<file path="src/rtl/gsm_pkg.sv">
// Package for the Gassmann saturated moduli core: item types, queue entry,
// queue status and shared constants. Depends on nothing.
package gsm_pkg;

  localparam int unsigned WordW  = 32;
  localparam int unsigned PoreW  = 17;
  localparam int unsigned DivW   = 116;
  localparam int unsigned QDepth = 2;
  localparam logic [PoreW-1:0] PoreOne = 17'h10000;

  typedef struct packed {
    logic [WordW-1:0] dry_bulk;
    logic [WordW-1:0] dry_shear;
    logic [WordW-1:0] dry_density;
    logic [WordW-1:0] mineral_bulk;
    logic [WordW-1:0] fluid_bulk;
    logic [WordW-1:0] fluid_density;
    logic [PoreW-1:0] pore_fraction;
  } in_item_t;

  typedef struct packed {
    logic [WordW-1:0] sat_bulk;
    logic [WordW-1:0] sat_shear;
    logic [WordW-1:0] sat_density;
    logic             math_fault;
  } out_item_t;

  // Classified item as it waits in the queue.
  typedef struct packed {
    logic [WordW-1:0] kd;
    logic [WordW-1:0] mu;
    logic [WordW-1:0] rd;
    logic [WordW-1:0] km;
    logic [WordW-1:0] kf;
    logic [WordW-1:0] rf;
    logic [PoreW-1:0] pore;
    logic [PoreW-1:0] pore_c;
    logic             div_zero;
    logic             fault;
  } cls_t;

  typedef struct packed {
    logic [1:0] cnt;
    logic       full;
    logic       empty;
  } q_stat_t;

  // Values that ride along the back pipeline next to the arithmetic.
  typedef struct packed {
    logic [WordW-1:0] kd;
    logic [WordW-1:0] mu;
    logic [WordW-1:0] dens;
    logic             fault;
    logic             sat;
  } side_t;

endpackage

</file>
<file path="src/rtl/gsm_front.sv">
// Front end: takes one item, clamps porosity and flags zero divisors.
// Depends on gsm_pkg.
module gsm_front import gsm_pkg::*; (
  input  logic     clk_i,
  input  logic     rst_ni,
  input  logic     start,
  output logic     busy,
  input  in_item_t item_i,
  input  logic     q_full_i,
  output logic     push_o,
  output cls_t     cls_o
);

  logic     valid_q, valid_d;
  in_item_t item_q;
  logic     accept;
  logic     over;
  logic [PoreW-1:0] pore;

  assign busy   = valid_q && q_full_i;
  assign accept = start && !busy;
  assign push_o = valid_q && !q_full_i;
  assign valid_d = accept || (valid_q && !push_o);

  always_ff @(posedge clk_i or negedge rst_ni) begin
    if (!rst_ni) begin
      valid_q <= 1'b0;
    end else begin
      valid_q <= valid_d;
    end
  end

  always_ff @(posedge clk_i) begin
    if (accept) begin
      item_q <= item_i;
    end
  end

  assign over = item_q.pore_fraction > PoreOne;
  assign pore = over ? PoreOne : item_q.pore_fraction;

  always_comb begin
    cls_o.kd       = item_q.dry_bulk;
    cls_o.mu       = item_q.dry_shear;
    cls_o.rd       = item_q.dry_density;
    cls_o.km       = item_q.mineral_bulk;
    cls_o.kf       = item_q.fluid_bulk;
    cls_o.rf       = item_q.fluid_density;
    cls_o.pore     = pore;
    cls_o.pore_c   = PoreOne - pore;
    cls_o.div_zero = (item_q.mineral_bulk == '0) || (item_q.fluid_bulk == '0);
    cls_o.fault    = over || cls_o.div_zero;
  end

endmodule

</file>
<file path="config.mk">
export PLATFORM = sky130hd
export DESIGN_NAME = gsm_front
export DESIGN_NICKNAME = d
export VERILOG_FILES = /design/src/rtl/gsm_pkg.sv /design/src/rtl/gsm_front.sv
export SDC_FILE = /design/constraint.sdc
export NUM_CORES = 1
export LEC_CHECK = 0
export BUFFER_PORTS_ARGS = -buffer_cell sky130_fd_sc_hd__buf_2
export CORE_AREA = 2 2 171 173
export DETAILED_ROUTE_END_ITERATION = 12
export DIE_AREA = 0 0 173 175
export GPL_ROUTABILITY_DRIVEN = 0
export SYNTH_ARGS = -nofsm -noshare
export SYNTH_HDL_FRONTEND = slang
export SYNTH_SLANG_ARGS = --single-unit
export TNS_END_PERCENT = 100
</file>
<file path="constraint.sdc">
create_clock -name clk_i -period 19.4 [get_ports clk_i]
set_input_delay 0 -clock clk_i [delete_from_list [all_inputs] [get_ports clk_i]]
set_output_delay 0 -clock clk_i [all_outputs]
set_load 0.02 [all_outputs]
</file>
* Yosys cells after proc, flatten, opt, wreduce, memory -nomap -nowiden
Cells that the tools add are included. Widths: inputs -> output; s select.
Operators by class: add/sub/neg operators 1, order comparisons 1, muxes and demuxes 1, reductions and logical operators 12
Operators by type and width (number):
- $logic_not 32->1 | 2
- $gt 17x17->1 const B | 1
- $mux 17 | 1
- $sub 17x17->17 const A | 1
- $logic_and 1x1->1 | 4
- $logic_not 1->1 | 3
- $logic_or 1x1->1 | 3
Storage, ports and cells: flip-flop bits (word level) 210, input bits 213, output and inout bits 230, logic and storage cells 23

* Depth between registers and ports, before layout
depth after elaboration 5, mapped depth 8, gate-level depth less buffers 5

* Worst setup path before layout
Ideal clock, no wire load.
path kind register to register, start point register valid_q, end point register item_q, in the netlist cls_o[100] (enable), arrival time 9.733 ns, data required time 18.598 ns, setup slack 8.866 ns, stages on the path, launching flop included 3, path through dfrtp_1 > and2_1 > nor2b_1
On the way: cells in the longest elaborated chain, start to end 3
RTL lines:
- from (decl) | line gsm_front.sv:14 | logic valid_q, valid_d;
- from (signal assigned) | line gsm_front.sv:29 | valid_q <= valid_d;
- $logic_and 1x1->1 | line gsm_front.sv:20 | assign busy = valid_q && q_full_i;
- net busy | line gsm_front.sv:7 | output logic busy,
- $logic_not 1->1 | line gsm_front.sv:21 | assign accept = start && !busy;
- $logic_and 1x1->1 | line gsm_front.sv:21
- net accept | line gsm_front.sv:16 | logic accept;
- to (signal assigned) | line gsm_front.sv:35 | item_q <= item_i;
- to (decl) | line gsm_front.sv:15 | in_item_t item_q;
The timed path passes the listed nets, and every way through them passes these cells. A chain may end at the register's enable or synchronous reset.

==> results by group <==
CTS
  – H-tree depth: 1
  – Worst skew pair latency: 520 ps
  – CTS max path bufs: 3
  – CTS Buf Count: 24
  – TritonCTS clock tree: yes
  – Clk sink count: 210
  – Post-CTS sizing: 0
  – CTS clk-pin slew, worst paths: 60 ps
  – Root buffer cell: clkbuf_16

Detailed routing
  – DR iter-0 viols: 305
  – Total vias in the final route: 5,767
  – DR DRC count: 0
  – Total Routed Length: 24,200 um
  – Avg WL per Cell: 17.1 um
  – Antenna-violating nets left: 0
  – First drt pass iteration count: 4
  – Routed vias/inst: 4.08

Layout
  – Area grow syn2layout: 48.3%
  – Share of layout cells above drive strength 1: 0.478
  – Fill count: 2,555
  – Final #Nets: 1,223

STA
  – Peak Freq: 335 MHz
  – Period utilization: 0.154
  – Worst-Margin Slew: 1080 ps
  – Rel. slew slack: 0.282
  – Setup TNS: 0 ps
  – Final setup vio count: 0
  – Worst Slack Setup Final: 16,420 ps
  – Worst Skew: 18.2 ps
  – Final hold violations: 0
  – Final Critical Period: 2980 ps
  – Pins Over Slew Limit: 0
  – Unrepaired setup endpoints after global routing: false

Floorplan
  – Core ar.: 0.0284 mm2
  – Die area: 0.0303 mm2
  – Starting Density: 0.300
  – DIE WIDTH: 173 um
  – Std cell rows: 62
  – Die Ht: 175 um
  – Top Ports: 443

Global routing
  – Largest net degree at the start of global routing: 85
  – Antenna violations before repair: 1
  – Grt ovf: 0
  – Vias in the first global route: 6,392
  – First-pass GRT wire length: 35,800 um
  – GRT Overall Usage: 0.152

Place
  – Place WS: 16,770 ps
  – DPL Wire Length: 16,300 um
  – Port bufs: 442

Power
  – Pwr dens: 87.5 mW/mm2
  – Worst vdd ir: 78.7 uV
  – Leakage power: 0.00525 uW

Logic synthesis
  – Synth unique cells: 42
  – Yosys warnings: 0
  – Syn avg cell area: 16.3 um2
  – Ys flop type: edfxtp_1
  – Synth Instances: 523
  – #FFs+latches synth: 210
  – Sequential share of the synthesized area: 0.739
  – Post-Syn Area: 0.00853 mm2
  – Post-synth ARST share: 0.00476
  – EDFF count, synth: 209
  – Syn nets: 737

Worst setup path
  – CP startpoint kind: flip-flop
  – Worst setup EP type: primary output
  – Slowest stage delay, CP: 900 ps
  – Critical path type: flip-flop to primary output
  – Critical Path AT: 2980 ps
  – Crit-path max FO: 28
  – Crit path cell chain: nand2b_1, ha_1, o21ai_1, o31a_1, nor3_1, buf_2
  – Crit-path slowest cell: edfxtp_1
  – Worst Reg-to-Reg Cells: 4
  – CP Data Required Time: 19,400 ps

Status
  – Status: completed

Hold path
  – Hold depth: 2
  – Worst min path class: primary input to flip-flop

Run
  – Maxcap violations: 0
==> routing by layer <==
| metal | vias up | routed length, um | part of all wire | global-route usage |
|---|---|---|---|---|
| met5 | - | 0 | 0 | 0 |
| met4 | 0 | 608 | 0.025 | 0.0473 |
| met3 | 51 | 2290 | 0.095 | 0.0496 |
| met2 | 334 | 12500 | 0.52 | 0.278 |
| met1 | 2698 | 8810 | 0.36 | 0.168 |
| li1 | 2684 | - | - | - |
==> timing repair <==
action | 4_1_cts | 5_1_grt
hold buffers | 213 | 0
endpoints found under the hold margin | 211 | 0
setup buffers | 0 | 0
==> logic make-up after synthesis <==
logic type                 after synthesis  synth area share
AOI/OAI and AO/OA                       25            0.0216
xor gates and xnor gates                 4           0.00411
adders and majority gates                1           0.00147
buffers and inverters                  201             0.176
DFF                                    210             0.739
and+or+nand+nor                         82            0.0583
==> flip-flops by register name, summed over array words and instances, names as in the netlist <==
| name | count |
|---|---|
| item_q | 17 |
| valid_q | 1 |
| cls_o | 192 |
==> worst paths after layout <==
path                             start          to  slack, ps
max                         item_q[16]   cls_o[16]      16420
min                        item_i[140]  cls_o[159]        180
max reg2reg                    valid_q   item_q[5]      16730
min reg2reg                    valid_q  cls_o[140]       1200
max in group asynchronous       rst_ni     valid_q      18980
min in group asynchronous       rst_ni     valid_q        320
==> area by class of cell <==
cell class | instances | area, um2 | area share
Inverter | 2 | 7.51 | 0.000594
Sequential cell | 210 | 6300 | 0.499
Clock buffer | 29 | 619 | 0.0490
Tap cell | 384 | 480 | 0.0380
Clock inverter | 15 | 119 | 0.00940
Multi-Input combinational cell | 112 | 736 | 0.0582
Antenna cell | 1 | 2.50 | 0.000198
Timing Repair Buffer | 659 | 4370 | 0.346
==> Yosys cell counts (all sizes together), types with 4 or more instances <==
| cell type | n | area [um2] |
|---|---|---|
| clkbuf | 4 | 25.0 |
| nor2 | 9 | 33.8 |
| edfxtp | 209 | 6280 |
| xnor2 | 4 | 35.0 |
| buf | 195 | 1460 |
| nand2 | 4 | 17.5 |
| nor2b | 11 | 68.8 |
| nand4 | 5 | 31.3 |
| nor4 | 19 | 125 |
| nand3 | 4 | 20.0 |
| and2 | 9 | 56.3 |
| nand2b | 5 | 31.3 |
| nor3 | 9 | 55.1 |
==> worst max-delay path, delay by kind of cell, from the launching register on <==
family	cells	cell delay (ps)
fa+ha+maj	1	320
buf+inv	1	200
compound gates	2	650
flops	1	900
simple gates	2	410
==> power breakdown <==
group          internal [uW]  switching (uW)
registers                531            11.9
logic                   65.3            76.1
clock network            242             180
total                    838             268
==> cells in the final DEF, fill, tap and decap left out, types with 5 or more instances in the layout <==
cell           netlist  routed
buf_2                0     442
nand4_1              5       5
nor2_1               9       9
and2_1               9       9
nor4_1              18      18
clkinv_2             0       5
nand2b_1             5       5
dlygate4sd3_1        0     213
edfxtp_1           209     209
clkbuf_16            0      24
nor3_1               7       7
clkbuf_1             3       5
nor2b_1             11      10
==> stage by stage <==
stage                     std cells  instance area, um2  hold slack (ps)  total power, uW   util
final                          1412               12600              183             1110  0.445
after global routing           1412               12600              169             1150  0.445
after CTS                      1411               12600              157             1110  0.445
after detailed placement       1154                9770             -222              658  0.344
after global placement         1154                9770             -224              656  0.344
after floorplan                 523                8530             -296              637      -
Note: power is estimated with default switching activity, not from simulation.
