### src/rtl/gsm_pkg.sv
// Package for the Gassmann saturated moduli core: item types, queue entry,
// queue status and shared constants. Depends on nothing.
package gsm_pkg;

  localparam int unsigned WordW  = 32;
  localparam int unsigned PoreW  = 17;
  localparam int unsigned DivW   = 116;
  localparam int unsigned QDepth = 2;
  localparam logic [PoreW-1:0] PoreOne = 17'h10000;

  typedef struct packed {
    logic [WordW-1:0] dry_bulk;
    logic [WordW-1:0] dry_shear;
    logic [WordW-1:0] dry_density;
    logic [WordW-1:0] mineral_bulk;
    logic [WordW-1:0] fluid_bulk;
    logic [WordW-1:0] fluid_density;
    logic [PoreW-1:0] pore_fraction;
  } in_item_t;

  typedef struct packed {
    logic [WordW-1:0] sat_bulk;
    logic [WordW-1:0] sat_shear;
    logic [WordW-1:0] sat_density;
    logic             math_fault;
  } out_item_t;

  // Classified item as it waits in the queue.
  typedef struct packed {
    logic [WordW-1:0] kd;
    logic [WordW-1:0] mu;
    logic [WordW-1:0] rd;
    logic [WordW-1:0] km;
    logic [WordW-1:0] kf;
    logic [WordW-1:0] rf;
    logic [PoreW-1:0] pore;
    logic [PoreW-1:0] pore_c;
    logic             div_zero;
    logic             fault;
  } cls_t;

  typedef struct packed {
    logic [1:0] cnt;
    logic       full;
    logic       empty;
  } q_stat_t;

  // Values that ride along the back pipeline next to the arithmetic.
  typedef struct packed {
    logic [WordW-1:0] kd;
    logic [WordW-1:0] mu;
    logic [WordW-1:0] dens;
    logic             fault;
    logic             sat;
  } side_t;

endpackage

### src/rtl/gsm_queue.sv
// Two-entry queue between the front end and the arithmetic pipeline.
// Depends on gsm_pkg.
module gsm_queue import gsm_pkg::*; (
  input  logic    clk_i,
  input  logic    rst_ni,
  input  logic    push_i,
  input  cls_t    data_i,
  input  logic    pop_i,
  output cls_t    data_o,
  output q_stat_t stat_o
);

  cls_t       mem [QDepth];
  logic       wr_q, wr_d, rd_q, rd_d;
  logic [1:0] cnt_q, cnt_d;
  logic       do_pop;

  assign do_pop = pop_i && (cnt_q != 2'd0);
  assign wr_d   = push_i ? ~wr_q : wr_q;
  assign rd_d   = do_pop ? ~rd_q : rd_q;

  always_comb begin
    cnt_d = cnt_q;
    case ({push_i, do_pop})
      2'b10:   cnt_d = cnt_q + 2'd1;
      2'b01:   cnt_d = cnt_q - 2'd1;
      default: cnt_d = cnt_q;
    endcase
  end

  always_ff @(posedge clk_i or negedge rst_ni) begin
    if (!rst_ni) begin
      wr_q  <= 1'b0;
      rd_q  <= 1'b0;
      cnt_q <= 2'd0;
    end else begin
      wr_q  <= wr_d;
      rd_q  <= rd_d;
      cnt_q <= cnt_d;
    end
  end

  always_ff @(posedge clk_i) begin
    if (push_i) begin
      mem[wr_q] <= data_i;
    end
  end

  assign data_o       = mem[rd_q];
  assign stat_o.cnt   = cnt_q;
  assign stat_o.full  = (cnt_q == 2'(QDepth));
  assign stat_o.empty = (cnt_q == 2'd0);

endmodule

### config.mk
export PLATFORM = sky130hd
export DESIGN_NAME = gsm_queue
export DESIGN_NICKNAME = d
export VERILOG_FILES = /design/src/rtl/gsm_pkg.sv /design/src/rtl/gsm_queue.sv
export SDC_FILE = /design/constraint.sdc
export NUM_CORES = 1
export LEC_CHECK = 0
export ABC_AREA = 1
export BUFFER_PORTS_ARGS = -buffer_cell sky130_fd_sc_hd__buf_2
export CORE_ASPECT_RATIO = 1.5
export CORE_MARGIN = 10
export CORE_UTILIZATION = 52
export CTS_CLUSTER_SIZE = 12
export DETAILED_ROUTE_END_ITERATION = 8
export GPL_ROUTABILITY_DRIVEN = 0
export MAX_ROUTING_LAYER = met4
export PLACE_DENSITY_LB_ADDON = 0.1
export SLEW_MARGIN = 20
export SYNTH_ARGS = -nofsm -noshare
export SYNTH_HDL_FRONTEND = slang
export SYNTH_SLANG_ARGS = --single-unit
### constraint.sdc
create_clock -name clk_i -period 14 [get_ports clk_i]
set_input_delay 2.8 -clock clk_i [delete_from_list [all_inputs] [get_ports clk_i]]
set_output_delay 2.8 -clock clk_i [all_outputs]
set_load 0.005 [all_outputs]
* Word-level counts from Yosys, hierarchy flattened *
Memory sizes are Yosys's and may differ from the RTL's.
Cells that the tools add are included.

storage, ports and cells
  output and inout bits = 232
  bits in latches = 0
  bits in registers = 4
  logic and storage cells = 18
  memories = 1
  RAM bits = 456
  memory bits (read-only) = 0
  input port bits = 232

memory list
  name  depth  width  rd ports  clocked after Yosys merged registers in  write ports  RTL line         source
  mem   2      228    1         0                                        1            gsm_queue.sv:13  cls_t mem [QDepth];

cells by class
  div/mod/pow operators = 0
  bitwise gates (word level) = 2
  add/sub/neg operators = 2
  $lt $le $gt $ge = 0
  multiply operators = 0
  reduce and logical (&&, ||, !) cells = 4
  shift operators = 0
  equality and inequality tests = 3
  multiplexer cells = 3

operator list
  kind                 count
  $eq 2x2->1 const B   2
  $pmux 2 s2           1
  $reduce_bool 2->1    2
  $add 2x1->2 const B  1
  $eq 2x1->1 const B   1
  $logic_not 2->1      1
  $mux 1               2
  $not 1->1            2
  $sub 2x1->2 const B  1
  $logic_and 1x1->1    1

* Longest topological paths before layout *
Gate-level depths: netlist of run 1.

  depth after elaboration = 4
  mapped depth = 10
  depth with buffers taken out = 10

* Worst setup path before layout of run 1 *
Ideal clock, no wire load.

  path type = input to register
  from = input port push_i
  to = memory mem[0][0] (netlist name), enable pin
  library setup time = 0.827 ns
  slack = 0.772 ns
  data required time = 13.173 ns
  arrival = 12.401 ns
  stages = 2
  cell sequence = inv_1 nor2_1

between the ends
  word-level cells in the longest chain between the ends = 2

ends and longest elaborated chain
  what                          RTL line         source
  from (decl)                   gsm_queue.sv:6   input logic push_i,
  $mux 1                        gsm_queue.sv:44  if (push_i) begin
  $mux 1 (not written as such)  gsm_queue.sv:45  mem[wr_q] <= data_i;
  to (decl)                     gsm_queue.sv:13

Every way passes these cells.

==> summary.md, run 1 <==
| Metric | Value |
|---|---|
| Net Switching | `1350 uW` |
| Slew @ Worst Pin | `slightly above 1 ns` |
| GRT Util Overall | `21.1%` |
| Final std cells w/o fill | `roughly 2.1k` |
| CP Data Required Time | `about 11 ns` |
| Clock sinks | `460` |
| Gr ovfl total | `0` |
| Max cap viols | `0` |
| HP Class | `register to register` |
| DRC viols | `0` |
| Type of the worst setup path | `register to output port` |
| Commonest non-fill, non-tap cell in the layout | `nand2_1` |
| Reg-to-Reg Start | `wr_q` |
| Adder-cell share of the synthesized area | `less than 1%` |
| Final Critical Period | `5.92 ns` |
| CP endpoint kind | `output port` |
| Vias | `10.6k` |
| Power Density | `202 mW/mm^2` |
| CTS tree | `built` |
| Post-synthesis cell area | `0.0169 mm^2` |
| Rel. slew slack | `31.7%` |
| Setup violators final | `0` |
| Final Max Tran Viols | `0` |
| Pin count of the biggest net entering global routing | `130` |
| Switching Fraction | `about a third` |
| Final hold vios | `0` |
| Die H | `241 um` |
| FP Rows | `80` |
| Clock power frac | `approximately a quarter` |
| Source of the critical timing path | `rd_q` |
| Synth warn | `0` |
| Clock Latency Late Sink | `0.54 ns` |
| # nets final | `1922` |
| Synthesized netlist cell count | `1221` |
| Die W | `approximately 170 um` |
| DR vias/cell | `~5` |
| Compound-Gate Fraction of Synth Area | `0%` |
| Core ar. | `about 0.032 mm^2` |
| Synth Net Count | `1454` |
| Leak Pwr | `0.00893 uW` |
| Combinational power share | `29.5%` |
| RSZ-0062 raised after global routing | `no` |
| Area growth from synthesis to layout | `22.3%` |
| Synth cell types | `15` |
| FF+latch count, synth | `460` |
| Fmax | `169 MHz` |
| Worst-path clk slew | `0.06 ns` |
| Initial drt markers | `between 600 and 700` |
| Mapped Avg Cell Area | `roughly 14 um^2` |
| WL final | `between 40000 and 50000 um` |
| Post-detail-place hpwl | `approximately 30000 um` |
| TritonCTS buffer count | `44` |
| Initial Util | `53.0%` |
| Share of layout cells above drive strength 1 | `30.5%` |
| Root buffer cell | `clkbuf_16` |
| Fin Clk Skew | `0.0102 ns` |
| Antenna-violating nets left | `0` |
| Worst path arrival time | `3.12 ns` |
| Worst VDD drop | `0.000147 V` |
| Vias in the first global route | `about 11k` |
| Sequential share of power | `a little under half` |
| Min-delay src | `cnt_q[1]` |
| DP Cell Count | `around 2k` |
| Resized Gates After CTS | `0` |
| Register area share after synthesis | `a little over 80%` |
| Startpoint Class | `register` |
| IO Pins | `464` |
| # hold bufs at CTS | `0` |
| Htree depth | `2` |
| Post-CTS Setup Inserts | `0` |
| Layout fillers | `2437` |
| First-pass GRT wire length | `roughly 63000 um` |
| Main combinational cell family by area after synthesis | `simple AND/OR/NAND/NOR gates` |
| Max FO, Critical Path | `129` |
| Outcome | `finished clean` |
| IO buf count | `463` |
| Mux contribution to synthesized area | `0%` |
| WL per Instance | `just over 20 um` |
| Post-Synth XOR/XNOR Area | `less than 1%` |
| Final period utilization | `42.3%` |
| Setup TNS | `0 ns` |
| Die outline area | `0.0403 mm^2` |
| Initial antenna violation count | `19` |
| Maximum clock path buffer count | `3` |
| Internal Pwr Total | `2830 uW` |
| DR pass1 iterations | `4` |
| Post-Synth Simple-Gate Area | `roughly 16%` |
| Commonest non-fill, non-tap cells in the layout | `nand2_1 (693), buf_2 (463), edfxtp_1 (456)` |
| Slack of the worst reg-to-reg path | `11.42 ns` |
## worst max-delay path: stages (launching register included)
cell and delay (ns):
dfrtp_4 0.63, inv_6 0.73, buf_6 0.68, nand2_1 0.11, nand2_1 0.13, buf_2 0.13
## flip-flops by register name, indices dropped and copies added (netlist names)
name   cells
mem      456
cnt_q      2
rd_q       1
wr_q       1
## routing by layer
layer  wire, um  up-vias  GRT usage (%)
li1           -     5090              -
met1      15100     5033           22.6
met2      22400      420           35.1
met3       3970       83           7.38
met4       1540        0           9.25
met5          0        -              -
## logic make-up (layout without fill, tap and decap cells)
logic type	after synthesis	count (layout)
flops	460	460
xor+xnor	2	2
simple gates	698	698
other cells	0	20
buf+inv	60	548
fa+ha+maj	1	1
## synthesized netlist by cell type (all sizes together)
cell type  instances  area (um^2)
nand2            693         2600
edfxtp           456        13700
buf               51          427
inv                9         36.3
dfrtp              4          100
nand3              2         10.0
nor2               2         7.51
ha                 1         12.5
nand4              1         6.26
xnor2              1         8.76
xor2               1         8.76
## power groups by stage
stage / Clock, uW / Combinational (uW) / Sequential (uW)
finish: 1040 / 1230 / 1900
detailed placement: 0 / 1260 / 1930
global placement: 0 / 1250 / 1930
floorplan: 0 / 705 / 1990
global route: 1110 / 1380 / 1930
CTS: 1060 / 1260 / 1910
## path summary, 6_finish.rpt
kind,endpoint,depth (start not counted)
setup / recovery,data_o[89],5
max in group asynchronous,rd_q,1
hold reg to reg,cnt_q[1],2
setup reg to reg,mem[0][168],3
hold / removal,cnt_q[1],2
min in group asynchronous,rd_q,1
## through the flow
step / power [uW] / hold slack, ns / setup WS [ns] / utilization [%] / instance area (um^2)
floorplan: 2690 / 0.463 / 0.772 / - / 16900
global placement: 3170 / 0.481 / 8.35 / 60.8 / 19400
detailed placement: 3190 / 0.497 / 8.34 / 60.8 / 19400
CTS: 4230 / 0.516 / 7.76 / 64.6 / 20600
global route: 4420 / 0.577 / 7.82 / 64.8 / 20700
finish: 4170 / 0.512 / 8.08 / 64.8 / 20700
## area by class of cell
type | instances | area, um^2 | area share, %
Antenna cell | 20 | 50.0 | 0.242
Sequential cell | 460 | 13800 | 66.7
Clock buffer | 66 | 1200 | 5.82
Tap cell | 410 | 513 | 2.48
Timing Repair Buffer | 473 | 2410 | 11.7
Multi-Input combinational cell | 701 | 2660 | 12.9
Inverter | 9 | 46.3 | 0.224
No activity file was read; power rests on OpenSTA's default activity.
==> run 2: changes to the inputs <==
- clock period: 14 -> 5.6 ns (I/O delays scaled with it)
==> summary.md, run 2 (synthesis results as in run 1) <==
| Metric | Value |
|---|---|
| CTS tree | `built` |
| Post-CTS Setup Inserts | `0` |
| Core ar. | `0.0319 mm^2` |
| Reg with most FFs | `mem` |
| HP Class | `input pin to asynchronous set/reset pin` |
| Worst VDD drop | `0.000439 V` |
| Rel. slew slack | `25.0%` |
| Fin Clk Skew | `0.00851 ns` |
| WL per Instance | `roughly 20 um` |
| Most Frequent Cell on Critical Path | `nand2_1` |
| Maximum clock path buffer count | `3` |
| Setup violators final | `0` |
| Reg-to-reg endpoint | `mem[1][69]` |
| Layout fillers | `2475` |
| Die W | `167 um` |
| Initial Util | `53.0%` |
| Fmax | `273 MHz` |
| Vias | `around 11k` |
| # nets final | `~1.9k` |
| Final hold vios | `0` |
| Slowest cell delay on critical path | `slightly below 0.6 ns` |
| Startpoint Class | `register` |
| Clock sinks | `460` |
| Leak Pwr | `approximately 0.009 uW` |
| Worst-path cell chain | `inv_6, buf_12, nand2_1, nand2_1, buf_2` |
| Wl on met1 | `15400 um` |
| Htree depth | `2` |
| Final period utilization | `65.4%` |
| Commonest non-fill, non-tap cells in the layout | `nand2_1 (693), buf_2 (463), edfxtp_1 (456)` |
| Sequential share of power | `45.0%` |
| Outcome | `finished clean` |
| Initial antenna violation count | `22` |
| Max cap viols | `0` |
| FF-to-FF path depth | `3` |
| FP Rows | `80` |
| # hold bufs at CTS | `0` |
| Final Max Tran Viols | `0` |
| Share of layout cells above drive strength 1 | `a little under a third` |
| Clock Latency Late Sink | `between 0.5 and 0.6 ns` |
| Biggest registers after layout | `mem: 456 flops, cnt_q: 2 flops` |
| Crit-path leading delay family | `buffers and inverters` |
| Switching Fraction | `32.2%` |
| CP Data Required Time | `4.48 ns` |
| Resized Gates After CTS | `0` |
| Reg area | `0.0138 mm^2` |
| CP endpoint kind | `output port` |
| Worst path arrival time | `approximately 2.5 ns` |
| IO Pins | `464` |
| Die H | `241 um` |
| First-pass GRT wire length | `62800 um` |
| GRT Util Overall | `21.0%` |
| Metal3 WL | `about 3700 um` |
| DRC viols | `0` |
| Worst-path clk slew | `0.06 ns` |
| DR pass1 iterations | `5` |
| Clock power frac | `24.8%` |
| Antenna-violating nets left | `0` |
| TritonCTS buffer count | `44` |
| Net Switching | `3380 uW` |
| Crit path max-delay cell type | `inv_6` |
| Initial drt markers | `781` |
| Area growth from synthesis to layout | `22.9%` |
| RSZ-0062 raised after global routing | `no` |
| Tot Pwr | `between 10000 and 15000 uW` |
| Max FO, Critical Path | `103` |
| WL met2 | `22100 um` |
| Slew @ Worst Pin | `1.13 ns` |
| Buf+Inv Stages, Crit Path | `3` |
| Final std cells w/o fill | `approximately 2.1k` |
| Commonest non-fill, non-tap cell in the layout | `nand2_1` |
| Pin count of the biggest net entering global routing | `230` |
| Gr ovfl total | `0` |
| Internal Pwr Total | `7110 uW` |
| Final Critical Period | `approximately 3.7 ns` |
| Combinational power share | `between 30 and 40%` |
| Die outline area | `0.0403 mm^2` |
| Reg-to-Reg Start | `wr_q` |
| Max FFs per register | `456` |
| DR vias/cell | `4.98` |
| Vias in the first global route | `10.9k` |
| Type of the worst setup path | `register to output port` |
| WP depth | `5` |
| Pre-CTS setup slack | `roughly 2.5 ns` |
| Top Layer Used | `met4` |
| Slack of the worst reg-to-reg path | `3.57 ns` |
| Root buffer cell | `clkbuf_16` |
| Setup WS post-layout | `1.94 ns` |
| Power Density | `between 500 and 600 mW/mm^2` |
| Post-detail-place hpwl | `29600 um` |
| IO buf count | `463` |
| Setup TNS | `0 ns` |
| WL final | `43200 um` |
| Multi-input logic area | `0.00266 mm^2` |
| DP Cell Count | `2054` |
==> run 2: changes by cell type in the layout (fill, tap and decap cells not counted), sizes merged <==
cell | before | now
buf | 473 | 474
clkbuf | 66 | 65
clkinvlp | 0 | 1
clkinv | 0 | 1
diode | 20 | 23
inv | 9 | 8
==> run 2: cell type report <==
type | count | area share [%]
clock inverter | 1 | 0.0181
inverter | 9 | 0.205
antenna | 23 | 0.277
sequential | 460 | 66.4
multi-input combinational | 701 | 12.8
tap | 410 | 2.47
timing repair buffer | 474 | 12.0
clock buffer | 65 | 5.83
==> run 2: worst register-to-register path, delay by kind of cell (launching register included) <==
family / cells / cell delay [ns]
buf+inv: 2 / 1.06
flops: 1 / 0.43
simple gates: 1 / 0.12
==> run 2: power groups by stage <==
| stage | Clock (uW) | Sequential, uW | Combinational (uW) |
|---|---|---|---|
| global placement | 0 | 4770 | 3190 |
| floorplan | 0 | 4840 | 1760 |
| detailed placement | 0 | 4790 | 3230 |
| finish | 2600 | 4720 | 3170 |
| global route | 2790 | 4780 | 3530 |
| CTS | 2670 | 4730 | 3250 |
==> run 2: metal layers <==
metal,track usage [%],vias to the layer above
li1,-,5091
met2,34.7,441
met5,-,-
met4,9.73,0
met3,7.29,99
met1,22.4,5040
==> run 2: per-stage QoR <==
stage	area, um^2	util (%)	hold WS [ns]
finish	20800	65.1	0.399
global route	20800	65.1	0.374
CTS	20700	64.9	0.373
detailed placement	19500	61.1	0.521
global placement	19500	61.1	0.508
floorplan	16900	-	0.484
==> run 2: worst max-delay path by stage <==
stage	to	slack (ns)	startpoint
3_3_place_gp	mem[0][66]	2.44	push_i
5_1_grt	data_o[112]	1.78	rd_q
4_1_cts	data_o[112]	1.90	rd_q
2_1_floorplan	mem[1][0]	0.60	push_i
6_report	data_o[112]	1.94	rd_q
3_5_place_dp	data_o[112]	2.48	rd_q
